<file path="config.mk">
export PLATFORM = sky130hd
export DESIGN_NAME = snaw_ctrl
export DESIGN_NICKNAME = d
export VERILOG_FILES = /design/src/rtl/snaw_pkg.sv /design/src/rtl/snaw_ctrl.sv
export SDC_FILE = /design/constraint.sdc
export NUM_CORES = 1
export LEC_CHECK = 0
export BUFFER_PORTS_ARGS = -buffer_cell sky130_fd_sc_hd__buf_2
export CAP_MARGIN = 20
export CORE_AREA = 2 2 39 41
export DETAILED_ROUTE_END_ITERATION = 8
export DIE_AREA = 0 0 41 43
export PLACE_DENSITY = 0.44
export SYNTH_ARGS = -nofsm -noshare
export SYNTH_HDL_FRONTEND = slang
export SYNTH_SLANG_ARGS = --single-unit
</file>
<file path="constraint.sdc">
create_clock -name clk_i -period 3 [get_ports clk_i]
set_input_delay 0.15 -clock clk_i [delete_from_list [all_inputs] [get_ports clk_i]]
set_output_delay 0.15 -clock clk_i [all_outputs]
set_load 0.01 [all_outputs]
</file>
<file path="src/rtl/snaw_pkg.sv">
// Shared types and codes for the strided N-dimensional address walker.
// No dependencies; imported by snaw_ctrl, snaw_dpath and the top level.
`timescale 1ns / 1ps
`default_nettype none

package snaw_pkg;

  // Input word kinds; code 3 carries no meaning and is dropped.
  typedef enum logic [1:0] {
    KIND_DESC    = 2'd0,
    KIND_RESTART = 2'd1,
    KIND_STEP    = 2'd2
  } kind_e;

  // Configuration register indexes.
  localparam logic [1:0] CFG_ACTIVE_DIMS = 2'd0;
  localparam logic [1:0] CFG_BASE_DEST   = 2'd1;
  localparam logic [1:0] CFG_BASE_FIRST  = 2'd2;
  localparam logic [1:0] CFG_BASE_SECOND = 2'd3;

  localparam int unsigned CFG_IDX_W  = 2;
  localparam int unsigned CFG_DATA_W = 32;

  typedef enum logic [1:0] {
    ST_IDLE,
    ST_WALK,
    ST_EMIT
  } state_e;

  // Controller -> datapath
  typedef struct packed {
    logic desc_wr;   // write descriptor tables from the input word
    logic restart;   // reload counters and offsets
    logic start;     // capture current offsets, point at innermost dim
    logic walk;      // advance the pointed dimension by one
  } cmd_t;

  // Datapath -> controller
  typedef struct packed {
    logic wrap;       // pointed counter runs out on this advance
    logic ptr_zero;   // pointer sits at the outermost dimension
    logic dims_zero;  // no active dimensions
  } status_t;

endpackage

`default_nettype wire

</file>
<file path="src/rtl/snaw_ctrl.sv">
// Sequencer for the address walker: accepts words, steps the carry walk,
// hands results to the output register. Uses snaw_pkg.
`timescale 1ns / 1ps
`default_nettype none

module snaw_ctrl (
  input  logic              clk_i,
  input  logic              rst_ni,
  input  logic              in_valid_i,
  input  logic [1:0]        kind_i,
  input  snaw_pkg::status_t sts_i,
  input  logic              out_free_i,
  output logic              in_stall_o,
  output logic              out_load_o,
  output snaw_pkg::cmd_t    cmd_o
);
  import snaw_pkg::*;

  state_e state_q, state_d;

  always_ff @(posedge clk_i or negedge rst_ni) begin
    if (!rst_ni) begin
      state_q <= ST_IDLE;
    end else begin
      state_q <= state_d;
    end
  end

  always_comb begin
    state_d    = state_q;
    cmd_o      = '0;
    in_stall_o = 1'b1;
    out_load_o = 1'b0;
    case (state_q)
      ST_IDLE: begin
        in_stall_o = 1'b0;
        if (in_valid_i) begin
          case (kind_i)
            KIND_DESC:    cmd_o.desc_wr = 1'b1;
            KIND_RESTART: cmd_o.restart = 1'b1;
            KIND_STEP: begin
              cmd_o.start = 1'b1;
              state_d     = sts_i.dims_zero ? ST_EMIT : ST_WALK;
            end
            default: ;
          endcase
        end
      end
      ST_WALK: begin
        cmd_o.walk = 1'b1;
        if (!sts_i.wrap || sts_i.ptr_zero) begin
          state_d = ST_EMIT;
        end
      end
      ST_EMIT: begin
        out_load_o = out_free_i;
        if (out_free_i) begin
          state_d = ST_IDLE;
        end
      end
      default: state_d = ST_IDLE;
    endcase
  end

endmodule

`default_nettype wire

</file>
==> summary.txt, run 1 <==
Run status
  • Status: completed

Die
  • Die span in x: around 41 um
  • DIE AREA: 1760 um2
  • Row Count: 14
  • Die Y: 43 um
  • Core area: 1380 um2
  • Initial Util: 11.2%
  • IO Pins: 15

Global routing
  • GRT Total Usage: between 6 and 7%
  • Largest net degree at the start of global routing: 6
  • Remaining global-route overflow: 0
  • Global-route wire length before repair: 648 um
  • Antenna violations before repair: 0
  • Vias in the first global route: 147

STA
  • Crit path time final: around 1.6 ns
  • Sum of negative setup slack: 0 ns
  • Hold Violations, Final: 0
  • Final Cycle Share: 53.1%
  • Setup violators final: 0
  • Clock skew: 0.000714 ns
  • RSZ-0062 raised after global routing: false
  • Slew margin rel.: a little under nine tenths
  • Max Slew Vio Count: 0
  • Slew at the pin closest to its max-slew limit: 0.215 ns
  • Fmax: 628 MHz

CTS
  • Clock net sink count: 2
  • Reg clk slew, reported paths: approximately 0.03 ns
  • Post-CTS sizing: 0
  • CTS tree: done
  • Buffer count from post-CTS setup fixing: 0
  • Root buffer cell: clkbuf_4
  • H-tree levels: 1
  • CTS Buf Count: 3
  • Clock buffer depth: 2
  • Clock Latency Late Sink: between 0.2 and 0.25 ns

Setup path
  • CP Launch Type: register
  • Critical Path Sink Type: output port
  • WP buf/inv: 1
  • R2R setup slack: 1.72 ns
  • WP data required: roughly 2.9 ns
  • CP peak stage delay: 0.43 ns
  • Ordered list of cells on the worst path: or3b_4 > nor3b_4 > buf_2
  • Critical path peak fanout: 5
  • Crit path DAT: 1.44 ns
  • Slowest cell on crit path: or3b_4
  • Crit-path leading delay family: simple AND/OR/NAND/NOR gates
  • Setup CP Type: reg2out

Finish
  • Most flop-heavy register: state_q
  • Share of layout cells above drive strength 1: between 60% and 70%
  • Utilization after layout: roughly 20%
  • Synth-to-Final Area Change: 79.0%
  • Top Registers: state_q (2)
  • Max reg flops: 2
  • Antenna cell count: 0
  • NumNets Final: 44
  • Final instance area: 278 um2
  • Fillers: 158

Logic synthesis
  • Synth Area per Inst: 10.3 um2
  • Post-synth EDFFs: 0
  • Yosys reg bits: 2
  • Area contributors post-synth: dfrtp_1 32%, nor3b_4 12%, nor3b_1 9.7%, a32o_2 7.3%, or3b_4 7.3%
  • Synth cell types: 12
  • Syn_nets: 24
  • Top post-synthesis cells by count: 2 x dfrtp_1, 2 x inv_1, 2 x nor3b_1
  • Sequential area share after synthesis: 32.3%
  • Yosys warnings: 0
  • Synth area leader: dfrtp_1
  • Prevailing post-synth register cell: dfrtp_1
  • Synth top area share: 32.3%
  • Syn Inst Count: 15
  • Post-Synthesis Cell Area: between 150 and 200 um2
  • Async set or reset register ratio after synthesis: 100%

Route
  • Initial drt markers: 1
  • Via count of the routed design: 175
  • Drt first pass iters: 2
  • Routed WL per cell: 8.76 um
  • Vias/cell: 3.57
  • Drt drc: 0
  • Total wire length: 429 um
  • Routed Antenna Nets: 0

Power and ir drop
  • Cell Pwr Density: 434 nW/um2
  • Leak pwr: 0.160 nW
  • Max rail drop VDD: 109 uV
  • Total power: 120 uW

Place
  • Post-placement cell area: 245 um2
  • Final GP Congestion: 0.635
  • Number of port buffers: 14

Job
  • Max-cap viol count: 0

Worst hold path
  • Worst Hold Class: in2reg
-- cell families (layout without fill, tap and decap cells) --
family / count (synthesis) / in the layout / synth area share, %
buf+inv: 2 / 20 / 4.84
compound gates: 2 / 2 / 13.7
simple gates: 9 / 9 / 49.2
flops: 2 / 2 / 32.3
-- final cells by class --
| type | instances | area, um2 | area share, % |
|---|---|---|---|
| multi-input cells | 11 | 97.6 | 35.1 |
| repair buffers | 15 | 80.1 | 28.8 |
| flip-flops and latches | 2 | 50.0 | 18.0 |
| clock buffers | 3 | 22.5 | 8.11 |
| well taps | 16 | 20.0 | 7.21 |
| inverters | 2 | 7.51 | 2.70 |
-- through the flow --
| stage | instances | setup WS [ns] | hold WS, ns |
|---|---|---|---|
| floorplan | 15 | 1.71 | -0.146 |
| global route | 49 | 1.31 | 0.172 |
| finish | 49 | 1.41 | 0.179 |
| detailed placement | 45 | 1.63 | -0.0628 |
| global placement | 45 | 1.63 | -0.0591 |
| CTS | 49 | 1.39 | 0.168 |
-- where the power goes --
group          internal [mW]  switching, mW  leakage (nW)
Sequential            0.0293        0.00206        0.0271
Combinational         0.0164         0.0127         0.119
Clock                 0.0442         0.0158        0.0138
Total                 0.0899         0.0306         0.160
-- timing repair --
item | CTS | global route
hold endpoints to repair | 2 | 0
endpoints found under the setup margin | 0 | 0
hold buffers | 1 | 0
-- placed cells by master (no fill, tap or decap), drive strengths merged --
cell / Yosys / routed
dfrtp: 2 / 2
or3b: 1 / 1
inv: 2 / 2
nor3b: 3 / 3
or2: 1 / 1
buf: 0 / 14
dlygate4sd3: 0 / 1
clkbuf: 0 / 3
a221o: 1 / 1
nor2b: 1 / 1
nand2: 1 / 1
a32o: 1 / 1
nor3: 1 / 1
and3b: 1 / 1
-- routing by layer --
| layer | global-route usage (%) | share of wire (%) | up-vias |
|---|---|---|---|
| met4 | 6.00 | 0 | 0 |
| met3 | 6.81 | 18 | 0 |
| met2 | 5.00 | 29 | 15 |
| met1 | 8.06 | 53 | 67 |
| li1 | - | - | 93 |
| met5 | 0 | 0 | - |
-- path summary, 6_finish.rpt --
path	from	to	depth (start not counted)
max	state_q[1]	cmd_o[1]	3
min	sts_i[0]	state_q[1]	2
max reg2reg	state_q[1]	state_q[1]	3
min reg2reg	state_q[0]	state_q[1]	2
max in group asynchronous	rst_ni	state_q[1]	2
min in group asynchronous	rst_ni	state_q[0]	2
No activity file was read; power rests on OpenSTA's default activity.
==> inputs of run 2 (changes only) <==
==> constraint.sdc (replaced) <==
create_clock -name clk_i -period 1.65 [get_ports clk_i]
set_input_delay 0.0825 -clock clk_i [delete_from_list [all_inputs] [get_ports clk_i]]
set_output_delay 0.0825 -clock clk_i [all_outputs]
set_load 0.01 [all_outputs]
==> summary.txt, run 2 (synthesis gave the netlist of run 1 again) <==
Run status
  • Status: completed

CTS
  • Clock buffer depth: 2 (unchanged)
  • Buffer count from post-CTS setup fixing: 0 (unchanged)
  • Clock net sink count: 2 (unchanged)
  • H-tree levels: 1 (unchanged)
  • CTS tree: done
  • Clock Latency Late Sink: 0.23 ns (about the same)
  • Root buffer cell: clkbuf_4
  • Reg clk slew, reported paths: 0.03 ns (about the same)
  • CTS Buf Count: 3 (unchanged)

STA
  • Final worst slack: 0.111 ns (-1.30 ns)
  • Hold Violations, Final: 0 (unchanged)
  • Final Cycle Share: roughly 93%
  • Crit path time final: ~1.5 ns
  • Fmax: 650 MHz
  • Sum of negative setup slack: 0 ns (unchanged)
  • Slew at the pin closest to its max-slew limit: 0.182 ns (-0.0325 ns)
  • Clock skew: 0.000902 ns (+0.000187 ns)
  • RSZ-0062 raised after global routing: false
  • Setup violators final: 0 (unchanged)
  • Max Slew Vio Count: 0 (unchanged)
  • Slew margin rel.: 87.8% (+2.2 points)

Global routing
  • Vias in the first global route: 177 (+20%)
  • Antenna violations before repair: 0 (unchanged)
  • Global-route wire length before repair: 669 um (+3.2%)
  • Largest net degree at the start of global routing: 6 (unchanged)
  • GRT Total Usage: 6.72% (+0.39 points)
  • Remaining global-route overflow: 0 (unchanged)

Power and ir drop
  • Clk pwr share: 49.8% (about the same)
  • Leak pwr: 0.160 nW (unchanged)
  • Internal power: 163 uW (+82%)
  • Sequential Power Share: 26.1% (about the same)
  • NetSw: 57.5 uW (+88%)
  • Sw frac: 26.0% (+0.61 points)
  • Max rail drop VDD: 138 uV (+26%)
  • Gate power share: 24.1% (about the same)
  • Total power: 221 uW (+83%)
  • Cell Pwr Density: 795 nW/um2 (+83%)

Finish
  • Top Registers: state_q (2)
  • Most flop-heavy register: state_q
  • Most common cell after layout, fill and taps aside: buf_2
  • Antenna cell count: 0 (unchanged)
  • NumNets Final: 44 (unchanged)
  • Max reg flops: 2 (unchanged)
  • Share of layout cells above drive strength 1: 63.6% (unchanged)
  • Synth-to-Final Area Change: 79.0% (unchanged)
  • Utilization after layout: 20.1% (unchanged)
  • Commonest cells after routing, fill and taps aside: 14 x buf_2, 3 x clkbuf_4, 2 x nor3b_1, 2 x inv_1, 2 x dfrtp_1

Route
  • Routed Antenna Nets: 0 (unchanged)
  • Initial drt markers: 5 (+4)
  • Drt drc: 0 (unchanged)
  • Drt first pass iters: 5 (+3)
  • Via count of the routed design: 181 (+3.4%)
  • Total wire length: 455 um (+6.1%)
  • Routed WL per cell: 9.29 um (+6.1%)
  • Vias/cell: 3.69 (+3.4%)

Setup path
  • Crit-path leading delay family: simple AND/OR/NAND/NOR gates
  • Ordered list of cells on the worst path: or3b_4 > nor3b_4 > buf_2
  • WP data required: 1.57 ns (-1.28 ns)
  • Setup CP Type: reg2out
  • Worst r2r path cells: 3 (unchanged)
  • WP buf/inv: 1 (unchanged)
  • Slowest cell on crit path: or3b_4
  • Critical path peak fanout: 5 (unchanged)
  • Critical Path Sink Type: output port
  • Levels on crit path: 3 (unchanged)
  • Crit path DAT: 1.46 ns (+0.02 ns)
  • CP peak stage delay: 0.44 ns (about the same)
  • CP Launch Type: register

Die
  • Row Count: 14 (unchanged)
  • Die span in x: 41 um (unchanged)
  • Core area: 1380 um2 (unchanged)
  • Die Y: 43 um (unchanged)
  • IO Pins: 15 (unchanged)
  • Initial Util: 11.2% (unchanged)
  • DIE AREA: 1760 um2 (unchanged)

Place
  • DP HPWL: 367 um
  • Number of port buffers: 14 (unchanged)
  • Final GP Congestion: 0.685 (+7.9%)
  • Worst slack, placed: 0.350 ns (-1.28 ns)

Worst hold path
  • Hold Crit Depth: 2 (unchanged)
  • Worst Hold Class: in2reg

Job
  • Max-cap viol count: 0 (unchanged)
run 2: cell counts in the layout (fill, tap and decap cells not counted):
No cell type changed its count.
run 2: area by class of cell:
cell class / instances / area, um2
fillers: 155 / 1110
inverters: 2 / 7.51
flip-flops and latches: 2 / 50.0
multi-input cells: 11 / 97.6
clock buffers: 3 / 22.5
repair buffers: 15 / 80.1
well taps: 16 / 20.0
run 2: per-stage QoR:
stage | cells | hold WS [ns] | cell area (um2)
3_3_place_gp | 45 | -0.129 | 245
5_1_grt | 49 | 0.143 | 278
2_1_floorplan | 15 | -0.213 | 155
4_1_cts | 49 | 0.120 | 278
3_5_place_dp | 45 | -0.130 | 245
6_report | 49 | 0.129 | 278
run 2: worst register-to-register path, delay by kind of cell (launching register included):
family	cells	cell delay [ns]
simple gates	2	0.66
flops	1	0.41
compound gates	1	0.18
run 2: path summary, 6_finish.rpt:
| check | from | endpoint | slack [ns] |
|---|---|---|---|
| worst min register to register | state_q[0] | state_q[1] | 0.77 |
| min in group asynchronous | rst_ni | state_q[1] | 0.17 |
| worst max register to register | state_q[1] | state_q[1] | 0.34 |
| worst min-delay path | sts_i[0] | state_q[1] | 0.13 |
| max in group asynchronous | rst_ni | state_q[0] | 1.38 |
| worst max-delay path | state_q[1] | cmd_o[1] | 0.11 |
run 2: power groups by stage:
stage	clock network [mW]	registers, mW	logic [mW]
final	0.110	0.0577	0.0531
after global routing	0.117	0.0583	0.0596
after CTS	0.116	0.0576	0.0537
after detailed placement	0	0.0582	0.0516
after global placement	0	0.0583	0.0519
after floorplan	0	0.0566	0.0288
run 2: per-layer routing:
layer  vias to the layer above  track usage [%]  routed length, um
li1                         91                -                  -
met1                        71             7.05                231
met2                        17             6.25                130
met3                         2             6.81                 81
met4                         0             8.00                 11
met5                         -                0                  0
run 2: what timing repair did:
| action | in CTS | in global routing |
|---|---|---|
| hold endpoints to repair | 2 | 0 |
| hold buffers | 1 | 0 |
| gates resized for setup | 0 | 0 |
==> inputs of run 3 (changes only) <==
==> constraint.sdc (replaced) <==
create_clock -name clk_i -period 1.65 [get_ports clk_i]
set_input_delay 0.33 -clock clk_i [delete_from_list [all_inputs] [get_ports clk_i]]
set_output_delay 0.33 -clock clk_i [all_outputs]
set_load 0.01 [all_outputs]
==> summary.txt, run 3 (synthesis gave the netlist of run 1 again) <==
Run status
  • Status: finished, violations left
  • Failing checks: negative setup slack

CTS
  • Clock Latency Late Sink: 0.23 ns (about the same)
  • CTS tree: done
  • Reg clk slew, reported paths: 0.03 ns (about the same)
  • Clock buffer depth: 2 (unchanged)
  • Clock net sink count: 2 (unchanged)
  • Post-CTS sizing: 0 (unchanged)
  • H-tree levels: 1 (unchanged)
  • CTS Buf Count: 3 (unchanged)
  • Root buffer cell: clkbuf_4

Route
  • Total wire length: 470 um (+3.3%)
  • Vias/cell: 3.63 (-1.8%)
  • Top Metal Used: met4
  • Drt first pass iters: 5 (unchanged)
  • Wl on met1: 242 um (+4.8%)
  • Via count of the routed design: 185 (+2.2%)
  • Drt drc: 0 (unchanged)
  • Met2 WL: 134 um (+3.1%)
  • Met3 wire length: 81 um (unchanged)
  • Initial drt markers: 5 (unchanged)
  • Routed Antenna Nets: 0 (unchanged)
  • Routed WL per cell: 9.22 um (-0.75%)

Global routing
  • Remaining global-route overflow: 0 (unchanged)
  • Global-route wire length before repair: 703 um (+5.1%)
  • Antenna violations before repair: 0 (unchanged)
  • Largest net degree at the start of global routing: 6 (unchanged)
  • GRT Total Usage: 7.02% (+0.30 points)
  • Vias in the first global route: 185 (+4.5%)

Finish
  • Max reg flops: 2 (unchanged)
  • Share of layout cells above drive strength 1: 65.7% (+2.1 points)
  • Most common cell after layout, fill and taps aside: buf_2
  • Fillers: 157 (+1.3%)
  • Multi-input logic area: 97.6 um2 (unchanged)
  • Seq. cell area: 50.0 um2 (unchanged)
  • Most flop-heavy register: state_q
  • NumNets Final: 46 (+4.5%)
  • Commonest cells after routing, fill and taps aside: 14 x buf_2, 3 x clkbuf_4
  • Final Non-Filler Cells: 51 (+4.1%)
  • Top Registers: state_q (2)
  • Antenna cell count: 0 (unchanged)
  • Synth-to-Final Area Change: 88.7%
  • Final instance area: 293 um2 (+5.4%)

Place
  • Post-placement cell area: 245 um2 (unchanged)
  • Final GP Congestion: 0.685 (unchanged)
  • Number of port buffers: 14 (unchanged)
  • Placed insts: 45 (unchanged)
  • Worst slack, placed: 0.103 ns (-0.248 ns)
  • DP HPWL: 367 um (unchanged)

Worst hold path
  • Worst Hold Class: in2reg

Setup path
  • Critical Path Sink Type: output port
  • CP Launch Type: register
  • Crit path DAT: 1.42 ns (-0.04 ns)
  • Critical path peak fanout: 3 (-2)
  • WP data required: 1.32 ns (-0.25 ns)
  • Setup CP Type: reg2out

STA
  • Fmax: 570 MHz (-12%)
  • Slew margin rel.: 87.8% (about the same)
  • Crit path time final: 1.75 ns (+0.216 ns)
  • Clock skew: 0.000902 ns (+0.000000111 ns)
  • Slew at the pin closest to its max-slew limit: 0.182 ns (+0.0000561 ns)
  • Final Cycle Share: 106% (+13 points)
  • Max Slew Vio Count: 0 (unchanged)
  • Sum of negative setup slack: -0.160 ns (-0.160 ns)
  • Setup violators final: 2 (+2)
  • Final worst slack: -0.105 ns (-0.216 ns)
  • Hold Violations, Final: 0 (unchanged)
  • RSZ-0062 raised after global routing: true

Job
  • Max-cap viol count: 0 (unchanged)

Die
  • Initial Util: 11.2% (unchanged)
  • Die span in x: 41 um (unchanged)
  • IO Pins: 15 (unchanged)
  • DIE AREA: 1760 um2 (unchanged)
  • Die Y: 43 um (unchanged)
  • Row Count: 14 (unchanged)
  • Core area: 1380 um2 (unchanged)

Power and ir drop
  • Leak pwr: 0.171 nW (+6.6%)
  • Cell Pwr Density: 774 nW/um2 (-2.7%)
  • Max rail drop VDD: 141 uV (+1.8%)
-- run 3: cell types whose count changed in the layout (fill, tap and decap cells not counted), sizes merged --
cell / change
buf: +2
-- run 3: critical path, cell delays in order, from the launching register on --
cell and delay, ns:
dfrtp_1 0.38, or3b_4 0.43, nor3b_4 0.22, buf_2 0.17
-- run 3: routing by layer --
metal,up-vias,global-route usage (%)
met1,71,7.69
met3,2,6.81
met4,0,8.00
li1,95,-
met2,17,6.56
met5,-,0
-- run 3: metrics by stage --
stage | power, mW | utilization (%) | hold WS (ns)
floorplan | 0.0854 | - | 0.0344
global placement | 0.110 | 17.7 | 0.119
detailed placement | 0.110 | 17.7 | 0.118
CTS | 0.232 | 20.6 | 0.368
global route | 0.241 | 21.2 | 0.390
finish | 0.226 | 21.2 | 0.376
-- run 3: worst paths after layout --
kind	startpoint	depth (start not counted)	to	slack, ns
hold reg to reg	state_q[0]	2	state_q[1]	0.81
hold / removal	sts_i[0]	2	state_q[1]	0.38
setup reg to reg	state_q[1]	3	state_q[1]	0.38
setup / recovery	state_q[1]	3	cmd_o[1]	-0.10
min in group asynchronous	rst_ni	2	state_q[1]	0.42
max in group asynchronous	rst_ni	2	state_q[0]	1.14
-- run 3: power by group --
part | internal (mW) | leakage [nW] | switching, mW
sequential | 0.0532 | 0.0271 | 0.00308
combinational | 0.0343 | 0.130 | 0.0259
clock | 0.0804 | 0.0138 | 0.0296
-- run 3: area by class of cell --
cell class | count | share of cell area [%]
Multi-Input combinational cell | 11 | 33.3
Timing Repair Buffer | 17 | 32.5
Sequential cell | 2 | 17.1
Clock buffer | 3 | 7.69
Tap cell | 16 | 6.84
Inverter | 2 | 2.56
-- run 3: timing repair --
item | 4_1_cts | 5_1_grt
gates cloned | 0 | 0
pin swaps | 1 | 1
endpoints found under the setup margin | 3 | 3
setup buffers | 1 | 1
hold buffers | 1 | 0
endpoints found under the hold margin | 2 | 0
